`src/rtl/gfc_pkg.sv`:
```
// Package for the gamepad frame conditioner: constants, payload structs,
// sequencer states and the frame decision struct. No dependencies.
package gfc_pkg;

  localparam int PORT_COUNT = 7;
  localparam logic [6:0] PORT_MASK = 7'((1 << PORT_COUNT) - 1);
  localparam logic [2:0] NO_PORT = 3'd7;

  localparam int STICKS = 4;
  localparam logic [8:0] RAW_MIDPOINT = 9'd128;
  localparam logic [7:0] STICK_POS_SPAN = 8'd127;
  localparam logic [7:0] STICK_NEG_SPAN = 8'd128;

  localparam logic [6:0] DEADZONE_RESET = 7'd24;
  localparam logic [6:0] DEADZONE_MAX = 7'd100;

  localparam logic [9:0] STATUS_LIMIT = 10'd300;
  localparam logic [9:0] NO_PAD_MAX = 10'd1023;
  localparam logic [7:0] DATA_LIMIT = 8'd180;
  localparam logic [7:0] DATA_FAIL_MAX = 8'd255;

  localparam int DIVIDEND_W = 15;
  localparam int DIVISOR_W = 8;
  localparam int QUOT_W = 8;
  localparam int DIV_STEPS = QUOT_W;
  localparam int DIV_CNT_W = $clog2(DIV_STEPS);

  typedef struct packed {
    logic       status_ok;
    logic [6:0] port_connected;
    logic [6:0] port_reassigned;
    logic       data_ok;
    logic [7:0] buttons_high;
    logic [7:0] buttons_low;
    logic [7:0] raw_right_x;
    logic [7:0] raw_right_y;
    logic [7:0] raw_left_x;
    logic [7:0] raw_left_y;
  } gfc_in_t;

  typedef struct packed {
    logic              pad_present;
    logic [2:0]        active_port;
    logic [15:0]       held_buttons;
    logic [15:0]       pressed_buttons;
    logic signed [7:0] stick_left_x;
    logic signed [7:0] stick_left_y;
    logic signed [7:0] stick_right_x;
    logic signed [7:0] stick_right_y;
    logic [6:0]        clear_requests;
    logic              restart_request;
    logic              actuator_forget;
  } gfc_out_t;

  typedef struct packed {
    logic       zero_pad;
    logic       load_data;
    logic       restart;
    logic       forget;
    logic [6:0] clears;
  } gfc_decision_t;

  typedef enum logic [2:0] {
    ST_IDLE,
    ST_DECIDE,
    ST_PREP,
    ST_DIV,
    ST_EMIT
  } gfc_state_t;

endpackage

```
`src/rtl/gfc_div.sv`:
```
// Shared restoring divider, one quotient bit per cycle, for stick rescaling.
// Depends on gfc_pkg for operand widths.
module gfc_div import gfc_pkg::*; (
  input  logic                  clk,
  input  logic                  rst_n,
  input  logic                  start,
  input  logic [DIVIDEND_W-1:0] dividend,
  input  logic [DIVISOR_W-1:0]  divisor,
  output logic                  done,
  output logic [QUOT_W-1:0]     quotient
);

  logic                 busy_r, busy_nxt;
  logic [DIV_CNT_W-1:0] cnt_r, cnt_nxt;
  logic [DIVISOR_W-1:0] rem_r, rem_nxt;
  logic [QUOT_W-1:0]    quo_r, quo_nxt;
  logic [DIVISOR_W-1:0] divisor_r, divisor_nxt;
  logic [DIVISOR_W:0]   trial;
  logic                 fits;
  logic [DIVISOR_W:0]   diff;
  logic [QUOT_W-1:0]    q_step;

  // Quotient fits in QUOT_W bits, so the upper dividend bits start below the divisor.
  always_comb begin
    trial  = {rem_r, quo_r[QUOT_W-1]};
    fits   = trial >= {1'b0, divisor_r};
    diff   = trial - {1'b0, divisor_r};
    q_step = {quo_r[QUOT_W-2:0], fits};
    done   = busy_r && (cnt_r == DIV_CNT_W'(DIV_STEPS - 1));
    quotient = q_step;

    busy_nxt    = busy_r;
    cnt_nxt     = cnt_r;
    rem_nxt     = rem_r;
    quo_nxt     = quo_r;
    divisor_nxt = divisor_r;
    if (start) begin
      busy_nxt    = 1'b1;
      cnt_nxt     = '0;
      rem_nxt     = DIVISOR_W'(dividend[DIVIDEND_W-1:QUOT_W]);
      quo_nxt     = dividend[QUOT_W-1:0];
      divisor_nxt = divisor;
    end else if (busy_r) begin
      rem_nxt = fits ? diff[DIVISOR_W-1:0] : trial[DIVISOR_W-1:0];
      quo_nxt = q_step;
      cnt_nxt = cnt_r + DIV_CNT_W'(1);
      if (done) begin
        busy_nxt = 1'b0;
      end
    end
  end

  always_ff @(posedge clk) begin
    if (!rst_n) begin
      busy_r <= 1'b0;
      cnt_r  <= '0;
    end else begin
      busy_r <= busy_nxt;
      cnt_r  <= cnt_nxt;
    end
  end

  always_ff @(posedge clk) begin
    rem_r     <= rem_nxt;
    quo_r     <= quo_nxt;
    divisor_r <= divisor_nxt;
  end

endmodule

```
`src/rtl/gfc_frame.sv`:
```
// Per-frame port selection, failover and failure counters.
// Depends on gfc_pkg for limits and the decision struct.
module gfc_frame import gfc_pkg::*; (
  input  logic          clk,
  input  logic          rst_n,
  input  logic          commit,
  input  logic          status_ok,
  input  logic [6:0]    port_connected,
  input  logic [6:0]    port_reassigned,
  input  logic          data_ok,
  output gfc_decision_t decision,
  output logic          present,
  output logic [2:0]    active_port
);

  logic [2:0] sel_r, sel_nxt;
  logic       present_r, present_nxt;
  logic [7:0] dfc_r, dfc_nxt;
  logic [9:0] np_r, np_nxt;

  logic [6:0] connected;
  logic [7:0] conn_ext;
  logic [2:0] lowest;
  logic [2:0] port;
  logic [9:0] np_inc;
  logic [7:0] dfc_base;
  logic [7:0] dfc_inc;

  always_comb begin
    connected = port_connected & PORT_MASK;
    conn_ext  = {1'b0, connected};
    lowest    = NO_PORT;
    for (int i = PORT_COUNT - 1; i >= 0; i--) begin
      if (connected[i]) begin
        lowest = 3'(i);
      end
    end
    np_inc = (np_r == NO_PAD_MAX) ? np_r : np_r + 10'd1;

    sel_nxt     = sel_r;
    present_nxt = present_r;
    dfc_nxt     = dfc_r;
    np_nxt      = np_r;
    decision    = '0;
    port        = NO_PORT;
    dfc_base    = dfc_r;
    dfc_inc     = dfc_r;

    if (!status_ok) begin
      present_nxt       = 1'b0;
      decision.zero_pad = 1'b1;
      np_nxt            = np_inc;
      if (np_inc == STATUS_LIMIT) begin
        sel_nxt          = NO_PORT;
        dfc_nxt          = '0;
        np_nxt           = '0;
        decision.restart = 1'b1;
        decision.forget  = 1'b1;
      end
    end else begin
      decision.clears = port_reassigned & PORT_MASK;
      // Keep the current port while it stays connected, else take the lowest one.
      if (sel_r < 3'(PORT_COUNT) && conn_ext[sel_r]) begin
        port = sel_r;
      end else begin
        port = lowest;
      end

      if (port == NO_PORT) begin
        present_nxt       = 1'b0;
        sel_nxt           = NO_PORT;
        decision.zero_pad = 1'b1;
        np_nxt            = np_inc;
      end else begin
        if (!present_r || port != sel_r) begin
          decision.clears   = decision.clears | (PORT_MASK & (7'd1 << port));
          decision.zero_pad = 1'b1;
          decision.forget   = 1'b1;
          dfc_base          = '0;
        end
        sel_nxt     = port;
        present_nxt = 1'b1;
        np_nxt      = '0;
        dfc_nxt     = dfc_base;
        if (!data_ok) begin
          dfc_inc = (dfc_base == DATA_FAIL_MAX) ? dfc_base : dfc_base + 8'd1;
          dfc_nxt = dfc_inc;
          if (dfc_inc == DATA_LIMIT) begin
            sel_nxt           = NO_PORT;
            dfc_nxt           = '0;
            np_nxt            = '0;
            decision.zero_pad = 1'b1;
            decision.restart  = 1'b1;
            decision.forget   = 1'b1;
          end
        end else begin
          dfc_nxt            = '0;
          decision.load_data = 1'b1;
        end
      end
    end
  end

  always_ff @(posedge clk) begin
    if (!rst_n) begin
      sel_r     <= NO_PORT;
      present_r <= 1'b0;
      dfc_r     <= '0;
      np_r      <= '0;
    end else if (commit) begin
      sel_r     <= sel_nxt;
      present_r <= present_nxt;
      dfc_r     <= dfc_nxt;
      np_r      <= np_nxt;
    end
  end

  assign present     = present_r;
  assign active_port = sel_r;

endmodule

```
`src/rtl/gamepad_frame_conditioner_unit.sv`:
```
// A taken request goes to ST_DECIDE, then to ST_EMIT when there is no stick data;
// with stick data, each stick passes ST_PREP (setup, or zero inside the deadzone)
// and, outside the deadzone, ST_DIV on the single shared divider. ST_EMIT waits
// for a free output. One request at a time: the next is taken back in ST_IDLE.
// Synchronous active-low reset: no port selected, counters, buttons and sticks zero,
// deadzone 24. Uses gfc_pkg, gfc_frame and gfc_div.
module gamepad_frame_conditioner_unit import gfc_pkg::*; (
  input  logic     clk,
  input  logic     rst_n,
  input  logic     in_valid,
  output logic     in_stall,
  input  gfc_in_t  in_data,
  output logic     out_valid,
  input  logic     out_stall,
  output gfc_out_t out_data,
  input  logic     cfg_valid,
  output logic     cfg_ready,
  input  logic [6:0] cfg_data
);

  gfc_state_t state_r, state_nxt;

  gfc_in_t           in_r;
  logic [6:0]        deadzone_r;
  logic [15:0]       buttons_r;
  logic [15:0]       prev_buttons_r;
  logic signed [7:0] stick_r [STICKS];
  logic [1:0]        idx_r;
  logic              neg_r;
  logic [6:0]        clears_r;
  logic              restart_r;
  logic              forget_r;
  logic              out_valid_r;
  gfc_out_t          out_r;

  gfc_decision_t     decision;
  logic              frame_present;
  logic [2:0]        frame_port;
  logic              commit;

  logic [7:0]            raw;
  logic signed [8:0]     v;
  logic signed [8:0]     dz;
  logic signed [8:0]     pos_diff;
  logic signed [8:0]     neg_sum;
  logic                  in_dead;
  logic                  pos;
  logic [6:0]            pos_a;
  logic [7:0]            neg_m;
  logic [DIVIDEND_W-1:0] dividend;
  logic [DIVISOR_W-1:0]  divisor;
  logic                  div_start;
  logic                  div_done;
  logic [QUOT_W-1:0]     quotient;
  logic                  last_stick;
  logic                  out_free;
  logic                  out_load;
  logic                  accept;

  assign accept    = in_valid && !in_stall;
  assign in_stall  = !rst_n || (state_r != ST_IDLE);
  assign cfg_ready = rst_n;
  assign commit    = (state_r == ST_DECIDE);
  assign out_free  = !out_valid_r || !out_stall;
  assign last_stick = (idx_r == 2'(STICKS - 1));

  gfc_frame u_frame (
    .clk             (clk),
    .rst_n           (rst_n),
    .commit          (commit),
    .status_ok       (in_r.status_ok),
    .port_connected  (in_r.port_connected),
    .port_reassigned (in_r.port_reassigned),
    .data_ok         (in_r.data_ok),
    .decision        (decision),
    .present         (frame_present),
    .active_port     (frame_port)
  );

  gfc_div u_div (
    .clk      (clk),
    .rst_n    (rst_n),
    .start    (div_start),
    .dividend (dividend),
    .divisor  (divisor),
    .done     (div_done),
    .quotient (quotient)
  );

  // Deadzone test and operand setup for the stick under the index.
  always_comb begin
    case (idx_r)
      2'd0:    raw = in_r.raw_left_x;
      2'd1:    raw = in_r.raw_left_y;
      2'd2:    raw = in_r.raw_right_x;
      default: raw = in_r.raw_right_y;
    endcase
    v        = $signed({1'b0, raw}) - $signed(RAW_MIDPOINT);
    dz       = $signed({2'b00, deadzone_r});
    in_dead  = (v > -dz) && (v < dz);
    pos      = v > 9'sd0;
    pos_diff = v - dz;
    neg_sum  = -(v + dz);
    pos_a    = pos_diff[6:0];
    neg_m    = neg_sum[7:0];
    if (pos) begin
      // times 127 as shift and subtract
      dividend = DIVIDEND_W'({pos_a, 7'b0}) - DIVIDEND_W'(pos_a);
      divisor  = STICK_POS_SPAN - {1'b0, deadzone_r};
    end else begin
      dividend = DIVIDEND_W'({neg_m, 7'b0});
      divisor  = STICK_NEG_SPAN - {1'b0, deadzone_r};
    end
  end

  always_comb begin
    state_nxt = state_r;
    div_start = 1'b0;
    out_load  = 1'b0;
    unique case (state_r)
      ST_IDLE: begin
        if (accept) begin
          state_nxt = ST_DECIDE;
        end
      end
      ST_DECIDE: begin
        state_nxt = decision.load_data ? ST_PREP : ST_EMIT;
      end
      ST_PREP: begin
        if (in_dead) begin
          state_nxt = last_stick ? ST_EMIT : ST_PREP;
        end else begin
          div_start = 1'b1;
          state_nxt = ST_DIV;
        end
      end
      ST_DIV: begin
        if (div_done) begin
          state_nxt = last_stick ? ST_EMIT : ST_PREP;
        end
      end
      ST_EMIT: begin
        if (out_free) begin
          out_load  = 1'b1;
          state_nxt = ST_IDLE;
        end
      end
      default: state_nxt = ST_IDLE;
    endcase
  end

  always_ff @(posedge clk) begin
    if (!rst_n) begin
      state_r <= ST_IDLE;
    end else begin
      state_r <= state_nxt;
    end
  end

  always_ff @(posedge clk) begin
    if (!rst_n) begin
      deadzone_r     <= DEADZONE_RESET;
      buttons_r      <= '0;
      prev_buttons_r <= '0;
      for (int i = 0; i < STICKS; i++) begin
        stick_r[i] <= '0;
      end
      idx_r       <= '0;
      neg_r       <= 1'b0;
      clears_r    <= '0;
      restart_r   <= 1'b0;
      forget_r    <= 1'b0;
      out_valid_r <= 1'b0;
    end else begin
      if (cfg_valid && cfg_ready) begin
        deadzone_r <= (cfg_data > DEADZONE_MAX) ? DEADZONE_MAX : cfg_data;
      end

      if (state_r == ST_DECIDE) begin
        prev_buttons_r <= buttons_r;
        clears_r       <= decision.clears;
        restart_r      <= decision.restart;
        forget_r       <= decision.forget;
        idx_r          <= '0;
        if (decision.load_data) begin
          buttons_r <= {in_r.buttons_high, in_r.buttons_low};
        end else if (decision.zero_pad) begin
          buttons_r <= '0;
          for (int i = 0; i < STICKS; i++) begin
            stick_r[i] <= '0;
          end
        end
      end

      if (state_r == ST_PREP) begin
        if (in_dead) begin
          stick_r[idx_r] <= '0;
          idx_r          <= idx_r + 2'd1;
        end else begin
          neg_r <= !pos;
        end
      end

      if (state_r == ST_DIV && div_done) begin
        stick_r[idx_r] <= neg_r ? $signed(8'(-quotient)) : $signed(quotient);
        idx_r          <= idx_r + 2'd1;
      end

      // hold the result until the consumer takes it
      if (out_load) begin
        out_valid_r <= 1'b1;
      end else if (out_valid_r && !out_stall) begin
        out_valid_r <= 1'b0;
      end
    end
  end

  always_ff @(posedge clk) begin
    if (state_r == ST_IDLE && accept) begin
      in_r <= in_data;
    end
    if (out_load) begin
      out_r.pad_present     <= frame_present;
      out_r.active_port     <= frame_port;
      out_r.held_buttons    <= buttons_r;
      out_r.pressed_buttons <= buttons_r & ~prev_buttons_r;
      out_r.stick_left_x    <= stick_r[0];
      out_r.stick_left_y    <= stick_r[1];
      out_r.stick_right_x   <= stick_r[2];
      out_r.stick_right_y   <= stick_r[3];
      out_r.clear_requests  <= clears_r;
      out_r.restart_request <= restart_r;
      out_r.actuator_forget <= forget_r;
    end
  end

  assign out_valid = out_valid_r;
  assign out_data  = out_r;

endmodule

```
`config.mk`:
```
export PLATFORM = sky130hd
export DESIGN_NAME = gamepad_frame_conditioner_unit
export DESIGN_NICKNAME = d
export VERILOG_FILES = /design/src/rtl/gfc_pkg.sv /design/src/rtl/gfc_div.sv /design/src/rtl/gfc_frame.sv /design/src/rtl/gamepad_frame_conditioner_unit.sv
export SDC_FILE = /design/constraint.sdc
export NUM_CORES = 1
export LEC_CHECK = 0
export ABC_CLOCK_PERIOD_IN_PS = 10100
export BUFFER_PORTS_ARGS = -buffer_cell sky130_fd_sc_hd__buf_4
export CAP_MARGIN = 20
export CORE_AREA = 8 8 185 187
export CTS_CLUSTER_SIZE = 30
export DETAILED_ROUTE_END_ITERATION = 8
export DIE_AREA = 0 0 193 195
export SLEW_MARGIN = 30
export SYNTH_ARGS = -nofsm -noshare
export SYNTH_HDL_FRONTEND = slang
export SYNTH_SLANG_ARGS = --single-unit
```
`constraint.sdc`:
```
create_clock -name clk -period 10.1 [get_ports clk]
set_input_delay 1.01 -clock clk [delete_from_list [all_inputs] [get_ports clk]]
set_output_delay 1.01 -clock clk [all_outputs]
set_load 0.02 [all_outputs]
```
### Yosys cells after proc, flatten, opt, wreduce, memory -nomap -nowiden

Memories as Yosys holds them, arrays and structs flattened. A register that Yosys moved wholly into a read port is not among the register bits.
Cells that the tools add are included.

* bitwise gates (word level): 10
* eq/ne operators: 18
* reductions and logical operators: 31
* muxes and demuxes: 98
* shift-type cells: 1
* add/subtract/negate cells: 14
* order comparisons: 7

Operator list (number)
* $mux 8: 21
* $mux 3: 19
* $mux 10: 5
* $mux 1: 34
* $mux 16: 2
* $mux 7: 4
* $pmux 8 s3: 1
* $mux 2: 9
* $and 16x16->16: 1
* $eq 8x8->1 const B: 2
* $neg 8->8: 2
* $not 16->16: 1
* $mux 15: 1
* $pmux 3 s5: 1
* $sub 14x7->15: 1
* $add 10x1->10 const B: 1
* $eq 10x10->1 const B: 1
* $eq 10x9->1 const B: 1
* $eq 3x3->1 const B: 3
* $ge 9x8->1: 1
* $gt 9x1->1 const B: 1
* $gt 9x9->1: 1
* $lt 9x8->1: 1
* $neg 7->9: 1
* other kinds (34): 64

* register bits after elaboration: 214
* output and inout bits: 80
* word-level logic and storage cells: 217
* memories: 1
* input bits: 76
* RAM bits: 32

Memories
* stick_r: depth 4, width 8, rd ports 4, clocked after Yosys merged registers in 4, wr ports 4, RTL line gamepad_frame_conditioner_unit.sv:27 `logic signed [7:0] stick_r [STICKS];`

### Depth between registers and ports, before layout

Gate-level depths: netlist (run 1).

* depth in word-level cells: 28
* gate-level depth with buffers: 16
* gate-level depth less buffers: 15

### Hierarchy

Synthesis (run 1) repeated with hierarchy kept, for this count alone.

* cells, all modules: 1180
* area total of the unflattened synthesis: 13212.7 sq um

Modules (own cells, without submodules)
* gamepad_frame_conditioner_unit: instances 1, seq. area each 6296.0 sq um, area an instance 9559.2 sq um, cells an instance 758
* gfc_frame: instances 1, seq. area each 440.4 sq um, area an instance 1906.8 sq um, cells an instance 255
* gfc_div: instances 1, seq. area each 790.8 sq um, area an instance 1746.7 sq um, cells an instance 167

### Worst setup path after synthesis (run 1)

Ideal clock, no wire load.

* path kind: input to register
* start: in out_stall
* end: reg out_r (netlist bit out_data[0]), enable pin
* required time: 9.562 ns
* arrival time: 4.761 ns
* stages: 1
* slack: 4.801 ns
* buffers on the path: 0
* library setup time: 0.538 ns
* path through: a21oi_1

* word-level cells in the longest chain between the ends: 4

Ends and longest elaborated chain
* start: declaration: RTL line gamepad_frame_conditioner_unit.sv:14 `input logic out_stall,`
* $logic_not 1->1: RTL line gamepad_frame_conditioner_unit.sv:64 `assign out_free = !out_valid_r || !out_stall;`
* $logic_or 1x1->1: RTL line gamepad_frame_conditioner_unit.sv:64
* $mux 1: RTL line gamepad_frame_conditioner_unit.sv:143 `if (out_free) begin`
* $mux 1: RTL line gamepad_frame_conditioner_unit.sv:120 `unique case (state_r)`
* end: declaration: RTL line gamepad_frame_conditioner_unit.sv:34 `gfc_out_t out_r;`

Every way passes these cells.
A chain may end at the register's enable or synchronous reset.

### Worst setup path after layout (run 1)

* start: reg idx_r[0]
* end: reg u_div.rem_r[5] (data pin)

* word-level cells in the longest chain between the ends: 8
* elaborated cells on any way between the ends: 17
* those cells by class: add/sub: 5; order compare: 3; eq/ne: 2; mux: 5; reduce/logical: 2

Ends and longest elaborated chain
* start: declaration: RTL line gamepad_frame_conditioner_unit.sv:28 `logic [1:0] idx_r;`
* start signal: assignment: RTL line gamepad_frame_conditioner_unit.sv:198 `idx_r <= idx_r + 2'd1;`
* start signal: assignment: RTL line gamepad_frame_conditioner_unit.sv:206 `idx_r <= idx_r + 2'd1;`
* $eq 2x2->1 (tied with other cells): RTL line gamepad_frame_conditioner_unit.sv:92 `case (idx_r)`
* $pmux 8 s3 *: RTL line gamepad_frame_conditioner_unit.sv:92
* $sub 8x8->9 *: RTL line gamepad_frame_conditioner_unit.sv:98 `v = $signed({1'b0, raw}) - $signed(RAW_MIDPOINT);`
* branches (longest 4 deep; another with $sub 14x7->15)
* $mux 7 *: RTL line gfc_div.sv:37 `if (start) begin`
* named net u_div.rem_nxt[5]: RTL line gfc_div.sv:15 `logic [DIVISOR_W-1:0] rem_r, rem_nxt;`
* end signal: assignment: RTL line gfc_div.sv:64 `rem_r <= rem_nxt;`
* end: declaration: RTL line gfc_div.sv:15

Mark *: on every way through the listed nets, which the timed path passes.

==> impl_metrics.sql, run 1 <==
INSERT INTO impl_metrics (metric_group, metric, value, unit) VALUES
('floorplanning', 'chipHeight', '195', 'µm'),
('logic_synthesis', 'postSynthCellCount', '1061', ''),
('logic_synthesis', 'synth-xor-area-share', '2.33', '%'),
('cells_and_area', 'post_layout_utilization_of_the_core', '48.1', '%'),
('routing', 'viasPerCell', '5.27', ''),
('power_and_ir_drop', 'power_frac_seq', '47.7', '%'),
('placement', 'placed_cell_area', '0.0140', 'mm²'),
('cells_and_area', 'stdcell_area', '0.0150', 'mm²'),
('clock_network', 'postCtsHoldBufs', '0', ''),
('clock_network', 'tritoncts_num_sinks', '278', ''),
('floorplanning', 'io_pins', '156', ''),
('clock_network', 'cts-htree-levels', '1', ''),
('clock_network', 'post_cts.resized_instances', '0', ''),
('cells_and_area', 'drive_above_1_share', '18.7', '%'),
('sta', 'finClkSkew', '0.0119', 'ns'),
('critical_path', 'worst_endpoint_required_time', '10.37', 'ns'),
('routing', 'ant_nets', '0', ''),
('floorplanning', 'die_w', '193', 'µm'),
('logic_synthesis', 'yosysSeqAreaShare', '60.8', '%'),
('logic_synthesis', 'synth_async_sr_flop_share', '0', '%'),
('placement', 'dp.cells', '1584', ''),
('sta', 'max_transition_viols_final', '0', ''),
('logic_synthesis', 'yosys.area_share.adder', '5.23', '%'),
('logic_synthesis', 'netlist_top_cells_area', 'sky130_fd_sc_hd__edfxtp_1, sky130_fd_sc_hd__dfxtp_1, sky130_fd_sc_hd__ha_1', ''),
('cells_and_area', 'area_delta_synth_final', '21.3', '%'),
('critical_path', 'critical_path.startpoint_type', 'flop', ''),
('logic_synthesis', 'synth_ff_type', 'sky130_fd_sc_hd__edfxtp_1', ''),
('sta', 'worst_slew_pin_slew', '0.853', 'ns'),
('grt', 'globalRoute.totalOverflow', '0', ''),
('clock_network', 'clk_pin_slew', '0.06', 'ns'),
('cells_and_area', 'layout_common_cells', 'sky130_fd_sc_hd__edfxtp_1, sky130_fd_sc_hd__buf_4, sky130_fd_sc_hd__nand2_1, sky130_fd_sc_hd__nor2_1, sky130_fd_sc_hd__dfxtp_1', ''),
('cells_and_area', 'final_common_cell', 'sky130_fd_sc_hd__edfxtp_1', ''),
('clock_network', 'cts.repair_timing.setup_buffer_count', '0', ''),
('routing', 'post-route-drc-count', '0', ''),
('routing', 'number_of_iterations_in_the_first_detailed_routing_pass', '5', ''),
('routing', 'postRouteWirelength', '28600', 'µm'),
('power_and_ir_drop', 'internal-power', '2050', 'µW'),
('critical_path', 'worstReg2RegStart', 'idx_r[0]$_SDFF_PN0_', ''),
('sta', 'rsz_0062_raised_after_global_routing', 'no', ''),
('outcome', 'result_of_the_run', 'complete, no violations', ''),
('critical_path', 'critPathLaunch', 'idx_r[0]$_SDFF_PN0_', ''),
('grt', 'vias_in_the_first_global_route', '8509', ''),
('sta', 'fin_hold_viols', '0', ''),
('logic_synthesis', 'yosys-mux-area-fraction', '1.16', '%'),
('logic_synthesis', 'synthDominantCellAreaShare', '47.5', '%'),
('clock_network', 'insertion_delay', '0.55', 'ns'),
('sta', 'fmaxAchievable', '230', 'MHz'),
('grt', 'grt_max_degree', '78', ''),
('logic_synthesis', 'synth_area_leader_cell', 'sky130_fd_sc_hd__edfxtp_1', ''),
('hold_path', 'hp-class', 'flop to flop', ''),
('cells_and_area', 'design.final.nets', '1340', ''),
('clock_network', 'cts_buffer_depth', '3', ''),
('floorplanning', 'die_area', '0.0376', 'mm²'),
('cells_and_area', 'stdcell_count', '1640', ''),
('placement', 'port_buffers', '155', ''),
('logic_synthesis', 'synthesis.nets', '1187', ''),
('sta', 'fin_tns_setup', '0', 'ns'),
('critical_path', 'reg2reg_depth', '14', ''),
('run', 'max_cap_violations', '0', ''),
('logic_synthesis', 'postSynthAreaPerCell', '11.7', 'µm²'),
('logic_synthesis', 'combinational_family_with_the_most_area_after_synthesis', 'compound AO/OA/AOI/OAI gates', ''),
('grt', 'grt_pass1_wl', '45300', 'µm'),
('power_and_ir_drop', 'combinational_share_of_power', '9.9', '%'),
('critical_path', 'timing.setup.critical_path_class', 'flop to flop', ''),
('grt', 'grt.total_usage', '14.8', '%'),
('hold_path', 'worstHoldPathCells', '0', ''),
('logic_synthesis', 'area_fraction_in_compound_gates_after_synthesis', '13.8', '%'),
('power_and_ir_drop', 'swShare', '23.3', '%'),
('hold_path', 'hp-start', 'stick_r[2][6]$_SDFFCE_PN0P_', ''),
('sta', 'setup_violations', '0', ''),
('clock_network', 'ctsRootBufferMaster', 'sky130_fd_sc_hd__clkbuf_16', '');
[worst paths after layout]
check	slack, ns	end
worst max-delay path	5.76	u_div.rem_r[5]$_DFFE_PP_
worst min-delay path	0.42	out_data[23]$_DFFE_PP_
worst max register to register	5.76	u_div.rem_r[5]$_DFFE_PP_
worst min register to register	0.42	out_data[23]$_DFFE_PP_
[power by group through the flow]
stage	clock network [µW]	logic, µW	registers (µW)
6_report	1130	264	1280
4_1_cts	1160	264	1280
2_1_floorplan	0	171	1300
3_3_place_gp	0	260	1300
3_5_place_dp	0	262	1300
5_1_grt	1210	292	1280
[cell type report]
cell class	instances	area (µm²)	area share, %
sequential	278	7530	50.1
inverter	63	236	1.57
clock buffer	35	790	5.25
timing repair buffer	162	1220	8.14
multi-input combinational	679	4490	29.9
tap	402	503	3.35
clock inverter	21	255	1.70
[sequential cells by signal (all words and copies together) (netlist names), 2 cells and up]
name                 flops
u_div.rem_r              8
u_div.divisor_r          8
out_data                77
deadzone_r               7
buttons_r               16
u_frame.dfc_r            8
prev_buttons_r          16
idx_r                    2
stick_r                 32
u_div.cnt_r              3
u_frame.active_port      3
state_r                  3
u_frame.np_r            10
clears_r                 7
in_r                    64
u_div.quo_r              8
[cells by family after synthesis]
group	after synthesis
AOI/OAI and AO/OA	246
adders and majority gates	50
and+or+nand+nor	337
buffers and inverters	104
xor gates and xnor gates	33
DFF	278
muxes	13
[metal layers]
| metal | routed length (µm) | global-route usage [%] | up-vias |
|---|---|---|---|
| li1 | - | - | 4244 |
| met2 | 13400 | 24.5 | 223 |
| met3 | 1710 | 2.66 | 43 |
| met4 | 629 | 4.02 | 0 |
| met5 | 0 | 0 | - |
| met1 | 12900 | 19.7 | 4135 |
[metrics by stage]
step	hold slack, ns	total power (µW)	setup WS, ns
finish	0.418	2670	5.76
floorplan	0.400	1470	4.80
global route	0.426	2780	5.24
detailed placement	0.406	1560	5.77
CTS	0.419	2700	5.76
global placement	0.402	1560	5.93
[synth_stat cells, drive strengths merged (4+ instances only)]
| cell | instances |
|---|---|
| a211o | 4 |
| a211oi | 18 |
| a21boi | 5 |
| a21o | 7 |
| a21oi | 65 |
| a222oi | 6 |
| a22o | 17 |
| a22oi | 4 |
| a2bb2oi | 5 |
| a311oi | 6 |
| a31oi | 15 |
| and2 | 9 |
| and3 | 9 |
| buf | 18 |
| clkbuf | 23 |
| dfxtp | 82 |
| edfxtp | 196 |
| ha | 47 |
| inv | 62 |
| mux2i | 11 |
| nand2 | 95 |
| nand2b | 11 |
| nand3 | 17 |
| nand3b | 5 |
| nand4 | 7 |
| nor2 | 85 |
| nor2b | 27 |
| nor3 | 38 |
| nor3b | 4 |
| nor4 | 8 |
| o211ai | 5 |
| o21a | 10 |
| o21ai | 38 |
| o22ai | 5 |
| o31a | 5 |
| o31ai | 4 |
| or3 | 8 |
| xnor2 | 23 |
| xor2 | 10 |
[worst max-delay path, cell delays in order, from the launching register on]
cell	delay, ns
sky130_fd_sc_hd__dfxtp_1	0.36
sky130_fd_sc_hd__inv_1	0.10
sky130_fd_sc_hd__ha_1	0.33
sky130_fd_sc_hd__a222oi_1	0.40
sky130_fd_sc_hd__a21oi_1	0.21
sky130_fd_sc_hd__ha_1	0.44
sky130_fd_sc_hd__o21ai_0	0.25
sky130_fd_sc_hd__a21o_1	0.15
sky130_fd_sc_hd__nor4bb_1	0.22
sky130_fd_sc_hd__o22ai_1	0.17
sky130_fd_sc_hd__o21ai_1	0.14
sky130_fd_sc_hd__buf_4	0.21
sky130_fd_sc_hd__clkinv_1	0.59
sky130_fd_sc_hd__a211oi_1	0.41
sky130_fd_sc_hd__a21oi_1	0.08
Power figures use the tool's default switching activity.
==> run 2: changes to the inputs <==
--- a/config.mk
+++ b/config.mk
@@ -5,13 +5,14 @@
 export SDC_FILE = /design/constraint.sdc
 export NUM_CORES = 1
 export LEC_CHECK = 0
-export ABC_CLOCK_PERIOD_IN_PS = 10100
+export ABC_AREA = 1
+export ABC_CLOCK_PERIOD_IN_PS = 4300
 export BUFFER_PORTS_ARGS = -buffer_cell sky130_fd_sc_hd__buf_4
 export CAP_MARGIN = 20
-export CORE_AREA = 8 8 185 187
+export CORE_AREA = 8 8 186 188
 export CTS_CLUSTER_SIZE = 30
 export DETAILED_ROUTE_END_ITERATION = 8
-export DIE_AREA = 0 0 193 195
+export DIE_AREA = 0 0 194 196
 export SLEW_MARGIN = 30
 export SYNTH_ARGS = -nofsm -noshare
 export SYNTH_HDL_FRONTEND = slang
==> constraint.sdc (replaced) <==
create_clock -name clk -period 4.3 [get_ports clk]
set_input_delay 0.43 -clock clk [delete_from_list [all_inputs] [get_ports clk]]
set_output_delay 0.43 -clock clk [all_outputs]
set_load 0.02 [all_outputs]
==> run 2 against run 1 <==
Effect of this change:
- total power rose by 120%
- combinational power rose by 120%
- routed wire length fell by 0.37%
- worst hold slack got worse by 0.37 ns
- critical path type unchanged
- highest routed layer unchanged
==> impl_metrics.sql, run 2 <==
INSERT INTO impl_metrics (metric_group, metric, value, unit) VALUES
('routing', 'viasPerCell', '4.83', ''),
('placement', 'placed_cell_area', '0.0141', 'mm²'),
('clock_network', 'ctsRootBufferMaster', 'sky130_fd_sc_hd__clkbuf_16', ''),
('grt', 'grt_max_degree', '55', ''),
('logic_synthesis', 'synthDominantCellAreaShare', '47.5', '%'),
('sta', 'timing.slew.headroom', '44.8', '%'),
('logic_synthesis', 'synth_commonest_cells', 'sky130_fd_sc_hd__nand2_1, sky130_fd_sc_hd__edfxtp_1, sky130_fd_sc_hd__inv_1', ''),
('placement', 'port_buffers', '155', ''),
('sta', 'layout_worst_path_cycle_share', '90.8', '%'),
('clock_network', 'postCtsHoldBufs', '0', ''),
('critical_path', 'timing.setup.critical_path_class', 'flop to flop', ''),
('routing', 'ant_nets', '0', ''),
('cells_and_area', 'antennaDiodeCount', '0', ''),
('outcome', 'result_of_the_run', 'complete, no violations', ''),
('power_and_ir_drop', 'total_leakage_power', '0.00605', 'µW'),
('logic_synthesis', 'synth_async_sr_flop_share', '0', '%'),
('routing', 'wl_per_cell', '15.7', 'µm'),
('floorplanning', 'placementRows', '66', ''),
('critical_path', 'worst_ep_arrival_time', '4.19', 'ns'),
('logic_synthesis', 'postSynthAreaPerCell', '10.2', 'µm²'),
('grt', 'globalRoute.totalOverflow', '0', ''),
('power_and_ir_drop', 'peakVddDrop', '0.287', 'mV'),
('sta', 'max_transition_viols_final', '0', ''),
('floorplanning', 'chipHeight', '196', 'µm'),
('critical_path', 'crit_path_max_fanout', '10', ''),
('logic_synthesis', 'netlist_top_cells_area', 'sky130_fd_sc_hd__edfxtp_1, sky130_fd_sc_hd__dfxtp_1, sky130_fd_sc_hd__nand2_1', ''),
('grt', 'vias_in_the_first_global_route', '8641', ''),
('cells_and_area', 'area_delta_synth_final', '21.5', '%'),
('critical_path', 'critical_path_cell_by_cell', 'inv_1 -> ha_1 -> a22o_1 -> o22ai_1 -> inv_1 -> ha_1 -> ha_1 -> inv_1 -> fa_1 -> o31ai_1 -> nand2_1 -> nand2_1 -> a21oi_1 -> xnor2_1 -> o221ai_1', ''),
('logic_synthesis', 'post_synth_edffs', '196', ''),
('cells_and_area', 'design.final.nets', '1513', ''),
('power_and_ir_drop', 'finalPower', '5960', 'µW'),
('sta', 'fin_tns_setup', '0', 'ns'),
('critical_path', 'crit_family', 'adder cells', ''),
('critical_path', 'setup.worst_path.end_class', 'flop', ''),
('cells_and_area', 'layout_common_cells', 'sky130_fd_sc_hd__nand2_1, sky130_fd_sc_hd__edfxtp_1, sky130_fd_sc_hd__buf_4, sky130_fd_sc_hd__inv_1, sky130_fd_sc_hd__nor2_1', ''),
('critical_path', 'critical_path.startpoint_type', 'flop', ''),
('cells_and_area', 'final_common_cell', 'sky130_fd_sc_hd__nand2_1', ''),
('routing', 'post-route-drc-count', '0', ''),
('clock_network', 'clk_pin_slew', '0.06', 'ns'),
('routing', 'number_of_iterations_in_the_first_detailed_routing_pass', '5', ''),
('logic_synthesis', 'yosysSeqAreaShare', '60.7', '%'),
('routing', 'route.vias.total', '8778', ''),
('logic_synthesis', 'synthesis.nets', '1338', ''),
('sta', 'final.min_clock_period', '3.90', 'ns'),
('logic_synthesis', 'netlist_area', '0.0124', 'mm²'),
('critical_path', 'critical-path-max-stage-delay', '0.44', 'ns'),
('floorplanning', 'die_w', '194', 'µm'),
('logic_synthesis', 'netlist-cell-type-count', '50', ''),
('logic_synthesis', 'synth.most_common_cell', 'sky130_fd_sc_hd__nand2_1', ''),
('floorplanning', 'die_area', '0.0380', 'mm²'),
('cells_and_area', 'stdcell_count', '1818', ''),
('clock_network', 'cts-htree-levels', '1', ''),
('clock_network', 'tritoncts_num_sinks', '278', ''),
('grt', 'grt.total_usage', '14.7', '%'),
('clock_network', 'cts_tree', 'built', ''),
('floorplanning', 'io_pins', '156', ''),
('sta', 'fmaxAchievable', '256', 'MHz'),
('sta', 'worst_slew_pin_slew', '0.826', 'ns'),
('cells_and_area', 'largest_register_ff_count', '77', ''),
('clock_network', 'numCtsBuffers', '29', ''),
('critical_path', 'worstPathBufferInverterCount', '3', ''),
('routing', 'initialDrtViolationCount', '442', ''),
('power_and_ir_drop', 'power_density', '395', 'mW/mm²'),
('cells_and_area', 'drive_above_1_share', '19.1', '%'),
('sta', 'finalHoldWorstSlack', '0.0486', 'ns'),
('logic_synthesis', 'synth_seq_cells', '278', ''),
('placement', 'post-dp-hpwl', '21200', 'µm'),
('clock_network', 'cts_buffer_depth', '3', ''),
('logic_synthesis', 'yosysWarningCount', '0', ''),
('critical_path', 'worst_endpoint_required_time', '4.58', 'ns'),
('cells_and_area', 'stdcell_area', '0.0151', 'mm²'),
('logic_synthesis', 'postSynthCellCount', '1212', ''),
('floorplanning', 'fp.coreArea', '0.0319', 'mm²'),
('logic_synthesis', 'synth_area_leader_cell', 'sky130_fd_sc_hd__edfxtp_1', ''),
('logic_synthesis', 'synth_ff_type', 'sky130_fd_sc_hd__edfxtp_1', ''),
('floorplanning', 'initial_utilization', '38.9', '%'),
('hold_path', 'hp-class', 'primary input to flop', ''),
('grt', 'grt_pass1_wl', '45700', 'µm'),
('critical_path', 'cp_slowest_cell', 'sky130_fd_sc_hd__o31ai_1', ''),
('placement', 'gp_routability_congestion', '0.873', ''),
('sta', 'rsz_0062_raised_after_global_routing', 'yes', ''),
('grt', 'grt_antenna_before_repair', '0', ''),
('clock_network', 'post_cts.resized_instances', '0', ''),
('run', 'max_cap_violations', '0', ''),
('sta', 'setup_violations', '0', ''),
('clock_network', 'insertion_delay', '0.55', 'ns'),
('sta', 'finClkSkew', '0.00987', 'ns'),
('clock_network', 'cts.repair_timing.setup_buffer_count', '0', ''),
('sta', 'fin_hold_viols', '0', ''),
('placement', 'dp.cells', '1764', ''),
('routing', 'postRouteWirelength', '28500', 'µm');
==> run 2: cell count changes in the layout (fill, tap and decap cells not counted), moves of 15 or more <==
cell,before,now
sky130_fd_sc_hd__nand2_1,95,218
sky130_fd_sc_hd__inv_1,60,140
sky130_fd_sc_hd__nor3_1,37,9
sky130_fd_sc_hd__nor2_1,84,109
sky130_fd_sc_hd__nand2_2,0,15
sky130_fd_sc_hd__o21ai_0,29,73
sky130_fd_sc_hd__nor2b_1,27,0
sky130_fd_sc_hd__nand3_1,17,52
sky130_fd_sc_hd__a21oi_1,63,91
==> run 2: metal layers <==
metal / vias to the layer above / wire [µm] / GRT usage, % / share of wire (%)
li1: 4481 / - / - / -
met1: 4026 / 13800 / 20.2 / 49
met2: 236 / 12300 / 23.2 / 43
met3: 35 / 1740 / 3.29 / 6.1
met4: 0 / 604 / 3.62 / 2.1
met5: - / 0 / 0 / 0
==> run 2: final cells by class <==
type / instances / area (µm²)
clock buffer: 37 / 766
clock inverter: 17 / 129
fill: 3024 / 16800
inverter: 150 / 563
multi-input combinational: 755 / 4220
sequential: 278 / 7530
tap: 408 / 510
timing repair buffer: 173 / 1340
==> run 2: kinds of logic after synthesis <==
family / count (synthesis) / share of synthesized area (%)
AO/OA/AOI/OAI: 229 / 10.6
XOR/XNOR: 30 / 2.12
adder cells (fa/ha/maj): 50 / 5.23
buffers and inverters: 179 / 5.53
flip-flops: 278 / 60.7
AND/OR/NAND/NOR: 446 / 15.8
==> run 2: worst paths after layout <==
| path | from | to | slack (ns) | depth (start not counted) |
|---|---|---|---|---|
| setup / recovery | idx_r[1]$_SDFF_PN0_ | u_div.rem_r[6]$_DFFE_PP_ | 0.40 | 15 |
| hold / removal | in_data[11] | in_r[11]$_DFFE_PP_ | 0.05 | 1 |
| hold reg to reg | stick_r[2][4]$_SDFFCE_PN0P_ | out_data[21]$_DFFE_PP_ | 0.41 | 0 |
| setup reg to reg | idx_r[1]$_SDFF_PN0_ | u_div.rem_r[6]$_DFFE_PP_ | 0.40 | 15 |
==> run 2: where the power goes <==
part | total, µW | switching (µW) | internal, µW
Sequential | 3030 | 50.3 | 2980
Clock | 2330 | 1010 | 1320
Combinational | 591 | 373 | 218
==> run 2: metrics by stage <==
stage | setup WS, ns | utilization [%]
5_1_grt | -0.00863 | 47.3
2_1_floorplan | 0.166 | -
6_report | 0.395 | 47.3
4_1_cts | 0.282 | 47.2
3_5_place_dp | 0.300 | 44.4
3_3_place_gp | 0.412 | 44.3
